## src/design/ocr_pkg.sv

```systemverilog
// ocr_pkg: shared constants, register indexes and controller/datapath types
// for the occupancy report controller; no dependencies
package ocr_pkg;

    localparam int ADC_BITS_DEFAULT = 10;

    // configuration register indexes
    localparam int CFG_IDX_W = 3;
    localparam logic [CFG_IDX_W-1:0] REG_NODE_ID         = 3'd0;
    localparam logic [CFG_IDX_W-1:0] REG_COUNTER_SEED    = 3'd1;
    localparam logic [CFG_IDX_W-1:0] REG_HEARTBEAT_TICKS = 3'd2;
    localparam logic [CFG_IDX_W-1:0] REG_VACANCY_TICKS   = 3'd3;
    localparam logic [CFG_IDX_W-1:0] REG_STARTUP_TICKS   = 3'd4;
    localparam logic [CFG_IDX_W-1:0] REG_LOW_BATT_MV     = 3'd5;
    localparam logic [CFG_IDX_W-1:0] REG_OCC_TX_COUNT    = 3'd6;

    // register reset values
    localparam logic [15:0] HEARTBEAT_TICKS_RST = 16'd480;
    localparam logic [15:0] VACANCY_TICKS_RST   = 16'd720;
    localparam logic [15:0] STARTUP_TICKS_RST   = 16'd90;
    localparam logic [15:0] LOW_BATT_MV_RST     = 16'd3100;
    localparam logic [1:0]  OCC_TX_COUNT_RST    = 2'd2;

    // report kinds
    localparam logic [1:0] KIND_NONE      = 2'd0;
    localparam logic [1:0] KIND_OCCUPANCY = 2'd1;
    localparam logic [1:0] KIND_HEARTBEAT = 2'd2;

    // battery arithmetic
    localparam int          VREF_MV      = 1250;
    localparam int          VREF_MV_W    = 11;
    localparam logic [6:0]  DECI_DIVISOR = 7'd100;
    localparam logic [6:0]  DECI_HALF    = 7'd50;
    localparam logic [7:0]  OCC_MARK     = 8'd65;
    localparam logic [15:0] VDD_SAT      = 16'hFFFF;
    // divide by 100 as multiply by ceil(2^23/100), exact for every mv_round value (at most 65585)
    localparam int          DECI_SHIFT   = 23;
    localparam logic [16:0] DECI_RECIP   = 17'd83887;

    // frame layout
    localparam int FRAME_LEN   = 10;
    localparam int FRAME_IDX_W = $clog2(FRAME_LEN);

    typedef struct packed {
        logic                   tick;
        logic                   vdd_start;
        logic                   vdd_take;
        logic                   mul;
        logic                   dv_take;
        logic                   bb_clear;
        logic                   status_only;
        logic [FRAME_IDX_W-1:0] byte_idx;
    } ctrl_cmd_t;

    typedef struct packed {
        logic send;
        logic low;
        logic div_done;
    } dp_status_t;

endpackage

```

## src/design/ocr_div.sv

```systemverilog
// ocr_div: restoring divider, one quotient bit per cycle
// depends on nothing; used by ocr_datapath
module ocr_div #(
    parameter int DIVIDEND_W = 21,
    parameter int DIVISOR_W  = 10
) (
    input  logic                  aclk,
    input  logic                  aresetn,
    input  logic                  start,
    input  logic [DIVIDEND_W-1:0] dividend,
    input  logic [DIVISOR_W-1:0]  divisor,
    output logic                  done,
    output logic [DIVIDEND_W-1:0] quotient
);

    localparam int CNT_W = (DIVIDEND_W > 1) ? $clog2(DIVIDEND_W) : 1;

    logic                  busy_reg;
    logic                  done_reg;
    logic [CNT_W-1:0]      cnt_reg;
    logic [DIVIDEND_W-1:0] q_reg;
    logic [DIVISOR_W-1:0]  rem_reg;
    logic [DIVISOR_W-1:0]  dsr_reg;
    logic [DIVISOR_W:0]    rem_shift;
    logic [DIVISOR_W:0]    rem_diff;
    logic                  fits;

    // a zero divisor always fits, so the quotient saturates to all ones
    assign rem_shift = {rem_reg, q_reg[DIVIDEND_W-1]};
    assign fits      = rem_shift >= {1'b0, dsr_reg};
    assign rem_diff  = rem_shift - {1'b0, dsr_reg};

    always_ff @(posedge aclk) begin
        if (!aresetn) begin
            busy_reg <= 1'b0;
            done_reg <= 1'b0;
            cnt_reg  <= '0;
        end else begin
            done_reg <= 1'b0;
            if (start) begin
                busy_reg <= 1'b1;
                cnt_reg  <= '0;
            end else if (busy_reg) begin
                cnt_reg <= cnt_reg + CNT_W'(1);
                if (cnt_reg == CNT_W'(DIVIDEND_W - 1)) begin
                    busy_reg <= 1'b0;
                    done_reg <= 1'b1;
                end
            end
        end
    end

    always_ff @(posedge aclk) begin
        if (start) begin
            q_reg   <= dividend;
            rem_reg <= '0;
            dsr_reg <= divisor;
        end else if (busy_reg) begin
            q_reg   <= {q_reg[DIVIDEND_W-2:0], fits};
            rem_reg <= fits ? rem_diff[DIVISOR_W-1:0] : rem_shift[DIVISOR_W-1:0];
        end
    end

    assign done     = done_reg;
    assign quotient = q_reg;

endmodule

```

## src/design/ocr_datapath.sv

```systemverilog
// ocr_datapath: configuration registers, tick state, battery arithmetic, frame mux
// depends on ocr_pkg and ocr_div
module ocr_datapath #(
    parameter int ADC_BITS = ocr_pkg::ADC_BITS_DEFAULT,
    parameter int IN_W     = 24
) (
    input  logic                              aclk,
    input  logic                              aresetn,
    input  logic                              cfg_we,
    input  logic [ocr_pkg::CFG_IDX_W-1:0]     cfg_index,
    input  logic [31:0]                       cfg_data,
    input  logic [IN_W-1:0]                   s_tdata,
    input  ocr_pkg::ctrl_cmd_t                cmd,
    output ocr_pkg::dp_status_t               sts,
    output logic [7:0]                        m_tdata,
    output logic [3:0]                        m_tuser
);

    localparam int DIV_W  = ocr_pkg::VREF_MV_W + ADC_BITS;
    localparam int PROD_W = 16 + ADC_BITS;
    localparam logic [DIV_W-1:0] VDD_NUMER = DIV_W'(ocr_pkg::VREF_MV) << ADC_BITS;

    // configuration
    logic [31:0] node_id_reg;
    logic [23:0] counter_seed_reg;
    logic [15:0] heartbeat_ticks_reg;
    logic [15:0] vacancy_ticks_reg;
    logic [15:0] startup_ticks_reg;
    logic [15:0] low_batt_mv_reg;
    logic [1:0]  occ_tx_count_reg;

    // tick state
    logic        started_reg;
    logic [15:0] hb_count_reg,  hb_count_next;
    logic [15:0] vac_count_reg, vac_count_next;
    logic [15:0] su_count_reg,  su_count_next;
    logic        motion_seen_reg, motion_seen_next;
    logic [1:0]  motion_hold_reg, motion_hold_next;
    logic [23:0] pkt_count_reg, pkt_count_next;
    logic [1:0]  kind_reg, kind_next;
    logic        send_reg, send_next;
    logic        pd_reg, pd_next;
    logic        frame_seen_reg, frame_seen_next;

    // battery path
    logic [ADC_BITS-1:0] ref_reg;
    logic [ADC_BITS-1:0] batt_reg;
    logic [15:0]         vdd_reg;
    logic [15:0]         mv_reg;
    logic [7:0]          bb_reg;
    logic [PROD_W-1:0]   prod;
    logic [16:0]         mv_round;
    logic [33:0]         dv_prod;

    logic                div_done;
    logic [DIV_W-1:0]    div_q;

    logic btn, mot, radio;
    assign btn   = s_tdata[0];
    assign mot   = s_tdata[1];
    assign radio = s_tdata[2];

    always_ff @(posedge aclk) begin
        if (!aresetn) begin
            node_id_reg         <= '0;
            counter_seed_reg    <= '0;
            heartbeat_ticks_reg <= ocr_pkg::HEARTBEAT_TICKS_RST;
            vacancy_ticks_reg   <= ocr_pkg::VACANCY_TICKS_RST;
            startup_ticks_reg   <= ocr_pkg::STARTUP_TICKS_RST;
            low_batt_mv_reg     <= ocr_pkg::LOW_BATT_MV_RST;
            occ_tx_count_reg    <= ocr_pkg::OCC_TX_COUNT_RST;
        end else if (cfg_we) begin
            case (cfg_index)
                ocr_pkg::REG_NODE_ID:         node_id_reg         <= cfg_data;
                ocr_pkg::REG_COUNTER_SEED:    counter_seed_reg    <= cfg_data[23:0];
                ocr_pkg::REG_HEARTBEAT_TICKS: heartbeat_ticks_reg <= cfg_data[15:0];
                ocr_pkg::REG_VACANCY_TICKS:   vacancy_ticks_reg   <= cfg_data[15:0];
                ocr_pkg::REG_STARTUP_TICKS:   startup_ticks_reg   <= cfg_data[15:0];
                ocr_pkg::REG_LOW_BATT_MV:     low_batt_mv_reg     <= cfg_data[15:0];
                ocr_pkg::REG_OCC_TX_COUNT:    occ_tx_count_reg    <= cfg_data[1:0];
                default: ;
            endcase
        end
    end

    // per-tick decision
    always_comb begin
        logic [15:0] hb0, vac0, su0, vac1;
        logic [23:0] pc0;
        logic        ms0, ms1;
        logic [1:0]  mh0, mh1;
        logic        hold;
        if (!started_reg) begin
            hb0 = heartbeat_ticks_reg;
            vac0 = vacancy_ticks_reg;
            pc0 = counter_seed_reg;
            su0 = '0;
            ms0 = 1'b0;
            mh0 = '0;
        end else begin
            hb0 = hb_count_reg;
            vac0 = vac_count_reg;
            pc0 = pkt_count_reg;
            su0 = su_count_reg;
            ms0 = motion_seen_reg;
            mh0 = motion_hold_reg;
        end

        hb_count_next = btn ? hb0 : hb0 + 16'd1;
        su_count_next = (su0 < startup_ticks_reg) ? su0 + 16'd1 : su0;
        mh1  = mot ? 2'd2 : mh0;
        hold = mh1 != 2'd0;
        ms1  = ms0 | hold;

        vac1 = vac0;
        if (hold && (su_count_next >= startup_ticks_reg)) begin
            if (vac0 == vacancy_ticks_reg) begin
                vac1 = '0;
            end else if (vac0 > 16'd2) begin
                vac1 = 16'd2;
            end
        end

        if (vac1 < {14'd0, occ_tx_count_reg}) begin
            kind_next = ocr_pkg::KIND_OCCUPANCY;
        end else if (hb_count_next >= heartbeat_ticks_reg) begin
            kind_next = ocr_pkg::KIND_HEARTBEAT;
        end else begin
            kind_next = ocr_pkg::KIND_NONE;
        end

        frame_seen_next  = ms1;
        motion_seen_next = ms1;
        pkt_count_next   = pc0;
        send_next        = 1'b0;
        if (kind_next != ocr_pkg::KIND_NONE) begin
            send_next        = radio;
            pkt_count_next   = radio ? pc0 + 24'd1 : pc0;
            motion_seen_next = 1'b0;
            hb_count_next    = '0;
        end

        vac_count_next   = (vac1 < vacancy_ticks_reg) ? vac1 + 16'd1 : vac1;
        pd_next          = hold;
        motion_hold_next = hold ? mh1 - 2'd1 : 2'd0;
    end

    always_ff @(posedge aclk) begin
        if (!aresetn) begin
            started_reg     <= 1'b0;
            hb_count_reg    <= '0;
            vac_count_reg   <= '0;
            su_count_reg    <= '0;
            motion_seen_reg <= 1'b0;
            motion_hold_reg <= '0;
            pkt_count_reg   <= '0;
            kind_reg        <= ocr_pkg::KIND_NONE;
            send_reg        <= 1'b0;
            pd_reg          <= 1'b0;
        end else if (cmd.tick) begin
            started_reg     <= 1'b1;
            hb_count_reg    <= hb_count_next;
            vac_count_reg   <= vac_count_next;
            su_count_reg    <= su_count_next;
            motion_seen_reg <= motion_seen_next;
            motion_hold_reg <= motion_hold_next;
            pkt_count_reg   <= pkt_count_next;
            kind_reg        <= kind_next;
            send_reg        <= send_next;
            pd_reg          <= pd_next;
        end
    end

    // battery measurement
    assign prod     = {{ADC_BITS{1'b0}}, vdd_reg} * {16'd0, batt_reg};
    assign mv_round = {1'b0, mv_reg} + {10'd0, ocr_pkg::DECI_HALF};
    // rounded decivolts by reciprocal multiply
    assign dv_prod  = {17'd0, mv_round} * {17'd0, ocr_pkg::DECI_RECIP};

    ocr_div #(
        .DIVIDEND_W (DIV_W),
        .DIVISOR_W  (ADC_BITS)
    ) u_div (
        .aclk     (aclk),
        .aresetn  (aresetn),
        .start    (cmd.vdd_start),
        .dividend (VDD_NUMER),
        .divisor  (ref_reg),
        .done     (div_done),
        .quotient (div_q)
    );

    always_ff @(posedge aclk) begin
        if (cmd.tick) begin
            frame_seen_reg <= frame_seen_next;
            ref_reg        <= s_tdata[3 +: ADC_BITS];
            batt_reg       <= s_tdata[3 + ADC_BITS +: ADC_BITS];
        end
        if (cmd.vdd_take) begin
            vdd_reg <= (|div_q[DIV_W-1:16]) ? ocr_pkg::VDD_SAT : div_q[15:0];
        end
        if (cmd.mul) begin
            // halve-scale product, then doubled modulo 2^16
            mv_reg <= {prod[ADC_BITS +: 15], 1'b0};
        end
        if (cmd.bb_clear) begin
            bb_reg <= '0;
        end else if (cmd.dv_take) begin
            bb_reg <= dv_prod[ocr_pkg::DECI_SHIFT +: 8];
        end
    end

    assign sts.send     = send_reg;
    assign sts.low      = mv_reg < low_batt_mv_reg;
    assign sts.div_done = div_done;

    always_comb begin
        case (cmd.byte_idx)
            4'd0:    m_tdata = node_id_reg[31:24];
            4'd1:    m_tdata = node_id_reg[23:16];
            4'd2:    m_tdata = node_id_reg[15:8];
            4'd3:    m_tdata = node_id_reg[7:0];
            4'd4:    m_tdata = pkt_count_reg[23:16];
            4'd5:    m_tdata = pkt_count_reg[15:8];
            4'd6:    m_tdata = pkt_count_reg[7:0];
            4'd7:    m_tdata = bb_reg;
            4'd9:    m_tdata = (kind_reg == ocr_pkg::KIND_OCCUPANCY) ? ocr_pkg::OCC_MARK
                                                                     : {7'd0, frame_seen_reg};
            default: m_tdata = 8'd0;
        endcase
        if (cmd.status_only) begin
            m_tdata = 8'd0;
        end
    end

    // tuser: byte_valid, tx_kind[1:0], pull_down
    assign m_tuser = {pd_reg, kind_reg, ~cmd.status_only};

endmodule

```

## src/design/ocr_ctrl.sv

```systemverilog
// ocr_ctrl: sequencer for one wake tick, from acceptance to the last word out
// depends on ocr_pkg
module ocr_ctrl (
    input  logic                aclk,
    input  logic                aresetn,
    input  logic                s_tvalid,
    output logic                s_tready,
    output logic                m_tvalid,
    input  logic                m_tready,
    output logic                m_tlast,
    input  ocr_pkg::dp_status_t sts,
    output ocr_pkg::ctrl_cmd_t  cmd
);

    typedef enum logic [2:0] {
        ST_IDLE,
        ST_CHECK,
        ST_VDD_DIV,
        ST_MULT,
        ST_ROUND,
        ST_EMIT
    } state_t;

    localparam int IDX_W = ocr_pkg::FRAME_IDX_W;

    state_t           state_reg, state_next;
    logic [IDX_W-1:0] idx_reg, idx_next;
    logic             so_reg, so_next;
    logic             last;

    assign last = so_reg || (idx_reg == IDX_W'(ocr_pkg::FRAME_LEN - 1));

    always_comb begin
        state_next      = state_reg;
        idx_next        = idx_reg;
        so_next         = so_reg;
        cmd             = '0;
        cmd.status_only = so_reg;
        cmd.byte_idx    = idx_reg;
        case (state_reg)
            ST_IDLE: begin
                if (s_tvalid) begin
                    cmd.tick   = 1'b1;
                    state_next = ST_CHECK;
                end
            end
            ST_CHECK: begin
                idx_next = '0;
                if (sts.send) begin
                    so_next       = 1'b0;
                    cmd.vdd_start = 1'b1;
                    state_next    = ST_VDD_DIV;
                end else begin
                    so_next    = 1'b1;
                    state_next = ST_EMIT;
                end
            end
            ST_VDD_DIV: begin
                if (sts.div_done) begin
                    cmd.vdd_take = 1'b1;
                    state_next   = ST_MULT;
                end
            end
            ST_MULT: begin
                cmd.mul    = 1'b1;
                state_next = ST_ROUND;
            end
            ST_ROUND: begin
                if (sts.low) begin
                    cmd.bb_clear = 1'b1;
                end else begin
                    cmd.dv_take = 1'b1;
                end
                state_next = ST_EMIT;
            end
            ST_EMIT: begin
                if (m_tready) begin
                    if (last) begin
                        state_next = ST_IDLE;
                    end else begin
                        idx_next = idx_reg + IDX_W'(1);
                    end
                end
            end
            default: state_next = ST_IDLE;
        endcase
    end

    always_ff @(posedge aclk) begin
        if (!aresetn) begin
            state_reg <= ST_IDLE;
            idx_reg   <= '0;
            so_reg    <= 1'b0;
        end else begin
            state_reg <= state_next;
            idx_reg   <= idx_next;
            so_reg    <= so_next;
        end
    end

    assign s_tready = state_reg == ST_IDLE;
    assign m_tvalid = state_reg == ST_EMIT;
    assign m_tlast  = last;

endmodule

```

## src/design/occupancy_report_controller.sv

```systemverilog
// occupancy_report_controller: top level joining sequencer and datapath
// depends on ocr_pkg, ocr_ctrl, ocr_datapath (and ocr_div below it)
//
// usage
// - one input word per wake tick on s_*: event flags and two adc samples
// - each tick gives either a ten-word frame or a single status-only word
//   on m_*; tuser carries byte_valid, tx_kind and pull_down, tlast marks the
//   final word of the tick
// - registers are written on cfg_* while no tick is in flight; cfg_ready is
//   always high, indexes beyond the register list are dropped
// - one tick is handled at a time: s_tready is high only when the previous
//   tick's last word has been taken
// - sequence: a status-only word is offered once the CHECK state after acceptance
//   has passed; a frame's first word follows CHECK, the bit-serial supply
//   voltage divide in VDD_DIV, and the MULT and ROUND states
// - then one frame word per cycle while the receiver is ready, and a return to
//   IDLE before the next tick can be accepted
// - a stalled receiver simply holds the current word; nothing else advances
// - synchronous active-low reset restores register defaults and the
//   not-started state; counters reload from config on the first tick
module occupancy_report_controller #(
    parameter int ADC_BITS = ocr_pkg::ADC_BITS_DEFAULT
) (
    input  logic                          aclk,
    input  logic                          aresetn,
    // configuration writes
    input  logic                          cfg_valid,
    output logic                          cfg_ready,
    input  logic [ocr_pkg::CFG_IDX_W-1:0] cfg_index,
    input  logic [31:0]                   cfg_data,
    // tick input
    input  logic                          s_tvalid,
    output logic                          s_tready,
    // tdata: button_press, motion_event, radio_ready, ref_sample, batt_sample
    input  logic [((3+2*ADC_BITS+7)/8)*8-1:0] s_tdata,
    // result words
    output logic                          m_tvalid,
    input  logic                          m_tready,
    // tdata: frame_byte
    output logic [7:0]                    m_tdata,
    output logic                          m_tlast,
    // tuser: byte_valid, tx_kind[1:0], pull_down
    output logic [3:0]                    m_tuser
);

    localparam int IN_W = ((3 + 2*ADC_BITS + 7) / 8) * 8;

    ocr_pkg::ctrl_cmd_t  cmd;
    ocr_pkg::dp_status_t sts;

    // the user must write config only while idle, not enforced here; cfg_ready is high
    assign cfg_ready = 1'b1;

    ocr_ctrl u_ctrl (
        .aclk     (aclk),
        .aresetn  (aresetn),
        .s_tvalid (s_tvalid),
        .s_tready (s_tready),
        .m_tvalid (m_tvalid),
        .m_tready (m_tready),
        .m_tlast  (m_tlast),
        .sts      (sts),
        .cmd      (cmd)
    );

    ocr_datapath #(
        .ADC_BITS (ADC_BITS),
        .IN_W     (IN_W)
    ) u_dp (
        .aclk      (aclk),
        .aresetn   (aresetn),
        .cfg_we    (cfg_valid & cfg_ready),
        .cfg_index (cfg_index),
        .cfg_data  (cfg_data),
        .s_tdata   (s_tdata),
        .cmd       (cmd),
        .sts       (sts),
        .m_tdata   (m_tdata),
        .m_tuser   (m_tuser)
    );

    // never take a new tick while a word of the current one is on offer
    a_no_overlap: assert property (@(posedge aclk) disable iff (!aresetn)
        !(s_tready && m_tvalid))
        else $error("input ready while result word pending");

    // a status-only word is always the only word of its tick
    a_status_last: assert property (@(posedge aclk) disable iff (!aresetn)
        (m_tvalid && !m_tuser[0]) |-> m_tlast)
        else $error("status-only word without tlast");

    // an accepted tick closes the input until its results are out
    a_accept_closes: assert property (@(posedge aclk) disable iff (!aresetn)
        (s_tvalid && s_tready) |=> !s_tready)
        else $error("input still ready after accepting a tick");

    // the last word handed over reopens the input
    a_last_reopens: assert property (@(posedge aclk) disable iff (!aresetn)
        (m_tvalid && m_tready && m_tlast) |=> (s_tready && !m_tvalid))
        else $error("input not reopened after last word");

endmodule
```

## config.mk

```make
export PLATFORM = sky130hd
export DESIGN_NAME = occupancy_report_controller
export DESIGN_NICKNAME = d
export VERILOG_FILES = /design/src/design/ocr_pkg.sv /design/src/design/ocr_div.sv /design/src/design/ocr_datapath.sv /design/src/design/ocr_ctrl.sv /design/src/design/occupancy_report_controller.sv
export SDC_FILE = /design/constraint.sdc
export NUM_CORES = 1
export LEC_CHECK = 0
export BUFFER_PORTS_ARGS = -buffer_cell sky130_fd_sc_hd__buf_2
export CORE_MARGIN = 3
export CORE_UTILIZATION = 58
export DETAILED_ROUTE_END_ITERATION = 16
export PLACE_DENSITY = 0.85
export SYNTH_ARGS = -nofsm -noshare
export SYNTH_HDL_FRONTEND = slang
export SYNTH_HIERARCHICAL = 1
export SYNTH_SLANG_ARGS = --single-unit
```

## constraint.sdc

```tcl
create_clock -name aclk -period 8.33 [get_ports aclk]
set_input_delay 0.4165 -clock aclk [delete_from_list [all_inputs] [get_ports aclk]]
set_output_delay 0.4165 -clock aclk [all_outputs]
set_load 0.02 [all_outputs]
```

======== Word-level counts from Yosys, hierarchy flattened ========
Index checks and enable logic that the tools add are counted.
operators by class
  add/sub/neg operators ................... 9
  $mul .................................... 2
  $lt $le $gt $ge ......................... 8
  eq/ne operators ......................... 27
  mux-type cells .......................... 49
  bitwise gates (word level) .............. 4
  reductions and logical operators ........ 20
operators by type and width
  kind                    number
  $mux 16                 10
  $mux 24                 3
  $pmux 8 s9              1
  $add 16x1->16 const B   3
  $lt 16x16->1            3
  $ge 16x16->1            2
  $mul 17x17->31 const B  1
  $mul 16x10->25          1
  $add 24x1->24 const B   1
  $pmux 3 s6              1
  $add 16x6->17 const B   1
  $mux 1                  17
  $eq 16x16->1            1
  $eq 4x3->1 const B      4
  $gt 16x2->1 const B     1
  $lt 16x2->1             1
  $eq 3x3->1 const B      5
  $mux 3                  5
  $reduce_and 2->1        7
  $eq 3x2->1 const B      4
  $mux 2                  6
  $ge 11x10->1            1
  $mux 10                 1
  $sub 10x10->10          1
  27 further kinds        38
storage, ports and cells
  register bits ........................... 318
  input bits .............................. 64
  output and inout bits ................... 16

======== Depth between registers and ports, before layout ========
  depth after elaboration ................. 10
  gate-level depth with buffers ........... 39
  mapped depth without buffers ............ 30

======== By module ========
Netlist, hierarchy kept.
modules (own cells, without submodules)
  module                       instances  cells each  area an instance (sq um)  seq. area each (sq um)
  ocr_datapath                 1          2,832       24,709.9                  5,765.5
  ocr_div                      1          203         2,422.3                   1,271.2
  ocr_ctrl                     1          67          546.8                     160.2
  occupancy_report_controller  1          2           11.3                      0.0

======== Worst setup path after synthesis ========
OpenSTA, ideal clock, no wires.
  path kind ............................... flip-flop to flip-flop
  start point ............................. register u_dp.started_reg
  end point ............................... register u_dp.vac_count_reg[14]
  library setup time ...................... 0.074 ns
  arrival ................................. 8.189 ns
  data required time ...................... 8.256 ns
  slack ................................... 0.067 ns
  cell stages (with the launch flop) ...... 37
  path buffers ............................ 10
  clock period less this slack ............ 8.263 ns
  cell sequence ........................... dfxtp_1 > buf_4 > buf_6 > buf_6 > buf_4 > clkbuf_1 > buf_2 > buf_1 > clkbuf_1 > clkbuf_1 > and2_1 > ha_1 > or2_2 > a2111oi_0 > a211oi_1 > o211ai_1 > nand2_1 > or4b_1 > xnor2_1 > and2_1 > ha_1 > and3_1 > nand3_1 > o211a_1 > nor3_2 > clkbuf_1 > nor2_1 > ha_1 > a21o_1 > a21o_1 > a21oi_1 > o22ai_1 > nor3_1 > a21o_1 > nand4_1 > or4_1 > a31oi_1
on the way
  word-level cells in the longest chain between the ends .. 8
  elaborated cells between the ends (all ways) .. 18
ends and longest elaborated chain
  item                                                  RTL line             RTL
  from (decl)                                           ocr_datapath.sv:33   logic started_reg;
  from (signal assigned)                                ocr_datapath.sv:150  started_reg <= 1'b0;
  from (signal assigned)                                ocr_datapath.sv:161  started_reg <= 1'b1;
  $mux 16 (*)                                           ocr_datapath.sv:93   if (!started_reg) begin
  $add 16x1->16 / $lt 16x16->1 (equally long branches)  ocr_datapath.sv:110  su_count_next = (su0 < startup_ticks_reg) ? su0 + 16'd1 : su0;
  $mux 16 (*)                                           ocr_datapath.sv:110
  named net u_dp.su_count_next[9]                       ocr_datapath.sv:36   logic [15:0] su_count_reg, su_count_next;
  $ge 16x16->1 (*)                                      ocr_datapath.sv:116  if (hold && (su_count_next >= startup_ticks_reg)) begin
  $logic_and 1x1->1 (*)                                 ocr_datapath.sv:116
  $mux 16 (*)                                           ocr_datapath.sv:116
  $add 16x1->16 / $lt 16x16->1 (equally long branches)  ocr_datapath.sv:143  vac_count_next = (vac1 < vacancy_ticks_reg) ? vac1 + 16'd1 : vac1;
  $mux 16 (*)                                           ocr_datapath.sv:143
  to (signal assigned)                                  ocr_datapath.sv:163  vac_count_reg <= vac_count_next;
  to (decl)                                             ocr_datapath.sv:35   logic [15:0] vac_count_reg, vac_count_next;
Mark *: on every way through the listed nets, which the timed path passes. The rest lies on a longest branch.
A chain may end at the register's enable or synchronous reset.

======== Worst setup path in the final report ========
  start point ............................. register u_dp.mv_reg[1]
  end point ............................... register u_dp.bb_reg[7]
on the way
  word-level cells in the longest chain between the ends .. 3
  elaborated cells between the ends (all ways) .. 6
ends and longest elaborated chain
  item                                                                    RTL line             RTL
  from (decl)                                                             ocr_datapath.sv:49   logic [15:0] mv_reg;
  from (signal assigned)                                                  ocr_datapath.sv:204  mv_reg <= {prod[ADC_BITS +: 15], 1'b0};
  parallel branches: the longest is 3 deep, another holds $mul 17x17->31  --
  to (signal assigned)                                                    ocr_datapath.sv:209  bb_reg <= dv_prod[ocr_pkg::DECI_SHIFT +: 8];
  to (decl)                                                               ocr_datapath.sv:50   logic [7:0] bb_reg;
Several ways; the timed one is not identified.

==> summary.txt <==
GRT Total Usage -> 27.17%
Design area -> 0.02967 mm2
DR WL/cell -> 18.32 um
Initial antenna violation count -> 1
Die W -> 224.5 um
Routed Wire Length -> 68.74 mm
Vias/cell -> 6.038
Fin. max-slew vios -> 0
Post-Synth Simple-Gate Area -> 18.42%
Outcome -> finished clean
R2r worst-path depth -> 23
Antenna viol nets, final -> 0
Most common flop cell mapped by yosys -> dfxtp_1
Post-Syn Area -> 0.02769 mm2
Worst setup path category -> flop to flop
PD cells -> 167.3 mW/mm2
Clk_skew -> 18.77 ps
Layout area overhead -> 7.144%
First-pass GRT wire length -> 112.5 mm
Crit share post-route -> 95.00%
Post-synthesis mux area share -> 3.412%
Worst slew margin -> 25.35%
Register bit total from synthesis -> 318
Minimum clock period -> 7913 ps
Post-CTS Repair Setup Buffers -> 0
Max reg flops -> 32
Synth area leaders -> dfxtp_1, fa_1, ha_1, edfxtp_1, nand2_1
Syn Area/Cell -> 8.921 um2
Clock slew at reported path FFs -> 60 ps
Worst-path fanout max -> 5
Largest net degree at the start of global routing -> 81
Placed Area -> 0.02851 mm2
Area fraction of the dominant cell type after synthesis -> 16.99%
Count leader, synth -> nand2_1
Startpoint type of the worst setup path -> flop
Inst Count DP -> 3688
GPL Wtd Cong -> 0.9660
# setup viols final -> 0
TritonCTS clock tree -> done
Netlist cell types -> 107
Iteration-0 DRC Markers -> 2132
Hpwl dp -> 49.93 mm
Synth async-reset ratio -> 0%
Worst setup EP type -> flop
Sequential fraction of the synthesis area -> 25.99%
Total power -> 4.962 mW
Area of the core -> 0.04685 mm2
XOR/XNOR Fraction of Synth Area -> 3.543%
Warnings from Yosys -> 6
RSZ-0062 raised after global routing -> no
First-pass DRT Iterations -> 9
Final non-filler cell total -> 3751
Post-layout net count -> 3688
Cell accounting for the most synthesized area -> dfxtp_1
Deepest level of the CTS H-tree -> 2
Final setup TNS -> 0 ps
Worst hold path class -> primary input to flop
Worst hold path depth -> 1
Fillers -> 3787
DIE AREA -> 0.05040 mm2
Global route overflow -> 0
Initial Util -> 59.10%
Final worst slack -> 416.7 ps
Fin. Hold Viols -> 0
Leakage -> 12.85 nW
Sink Count -> 318
Adder-cell share of the synthesized area -> 28.86%
Share of layout cells above drive strength 1 -> 7.604%
Synth Area in Compound Gates -> 12.53%
WP data arrival -> 8350 ps
DRC viols -> 0
Syn Inst Count -> 3104
Vias in the first global route -> 22525
Root Driver -> clkbuf_16
Via count -> 22650
TritonCTS Buffers -> 35
Least-Margin Pin Slew -> 1105 ps
Main combinational cell family by area after synthesis -> adder cells
Most frequent cells after synthesis -> nand2_1, inv_1, ha_1
Max-cap viol count -> 0
EDFF count, synth -> 83
Worst slack at placement -> 363.1 ps
Clk Latency, worst-skew pair -> 530 ps
IO Pins -> 80
Clk buf depth -> 3
FMAX -> 0.1264 GHz
Die Y -> 224.5 um
Worst Path Required -> 8770 ps
VDD IR max -> 0.0002026 V
Cell Rows -> 79
Port bufs -> 77
-- cells by family (layout without fill, tap and decap cells) --
group                      after synthesis  after routing
buffers and inverters                  507            527
and+or+nand+nor                       1041           1041
muxes                                   89             89
other                                    3             23
adders and majority gates              507            507
DFF                                    318            318
xor gates and xnor gates               112            112
AOI/OAI and AO/OA                      527            527
-- placed cells by master (no fill, tap or decap), types with 29 or more instances in the layout --
| cell | instances |
|---|---|
| or3_1 | 39 |
| o211ai_1 | 30 |
| nor3_1 | 56 |
| nor2_1 | 140 |
| clkbuf_16 | 38 |
| nand3_1 | 82 |
| and2_1 | 82 |
| fa_1 | 220 |
| ha_1 | 286 |
| a21o_1 | 31 |
| a211oi_1 | 29 |
| mux2_2 | 33 |
| edfxtp_1 | 83 |
| xnor2_1 | 75 |
| mux2i_1 | 55 |
| o21ai_0 | 73 |
| inv_1 | 358 |
| dfxtp_1 | 234 |
| xor2_1 | 37 |
| a21oi_1 | 182 |
| buf_2 | 77 |
| nor2b_1 | 37 |
| nand2_1 | 434 |
-- per-layer routing --
metal,track usage (%),share of wire (%),vias up
met1,36.23,41,10893
met4,9.309,3.4,2
met5,0,0.026,-
met2,45.13,47,987
li1,-,-,10586
met3,4.633,8.6,182
-- cell type report --
type                       instances  area (um2)  area share [%]
sequential                       318        7201           24.27
multi-input combinational       2298       18610           62.74
tap                              607       759.5           2.560
clock inverter                     9       96.34          0.3247
inverter                         363        1365           4.601
clock buffer                      53        1057           3.564
antenna                            1       2.502        0.008435
timing repair buffer             102       573.1           1.932
-- what timing repair did --
| action | in CTS | in global routing |
|---|---|---|
| resized for setup | 0 | 1 |
| endpoints found under the setup margin | 0 | 1 |
| hold buffers | 0 | 0 |
-- metrics by stage --
stage,utilization [%],hold slack [ps]
3_5_place_dp,60.86,407.2
2_1_floorplan,-,400.3
4_1_cts,63.32,46.20
3_3_place_gp,60.86,400.5
5_1_grt,63.32,51.53
6_report,63.32,62.79
-- worst paths after layout --
check	start	endpoint	slack [ps]
max	u_dp/mv_reg[1]$_DFFE_PP_	u_dp/bb_reg[7]$_SDFFE_PP0P_	420
min reg2reg	u_dp/ref_reg[1]$_DFFE_PP_	u_dp/u_div/dsr_reg[1]$_DFFE_PP_	420
min	s_tdata[6]	u_dp/ref_reg[3]$_DFFE_PP_	60
max reg2reg	u_dp/mv_reg[1]$_DFFE_PP_	u_dp/bb_reg[7]$_SDFFE_PP0P_	420
-- power by group --
part           switching, mW  total (mW)  internal (mW)
combinational          0.907        1.54          0.630
sequential             0.130        1.85           1.72
clock                  0.634        1.57          0.939
-- worst max-delay path: stages (launching register included) --
cell and delay [ps]:
edfxtp_1 460, nand3_1 160, nor3b_1 210, nor3b_1 380
nand2_1 130, xnor2_1 450, inv_1 310, fa_1 590
inv_1 40, ha_1 300, fa_1 490, fa_1 530
fa_1 520, fa_1 490, ha_1 330, a21o_1 200
a21o_1 180, a21o_1 170, a21o_1 180, and2_1 180
or4_1 580, nor3b_1 200, or4_1 480, a311oi_1 270
Power figures use the tool's default switching activity.
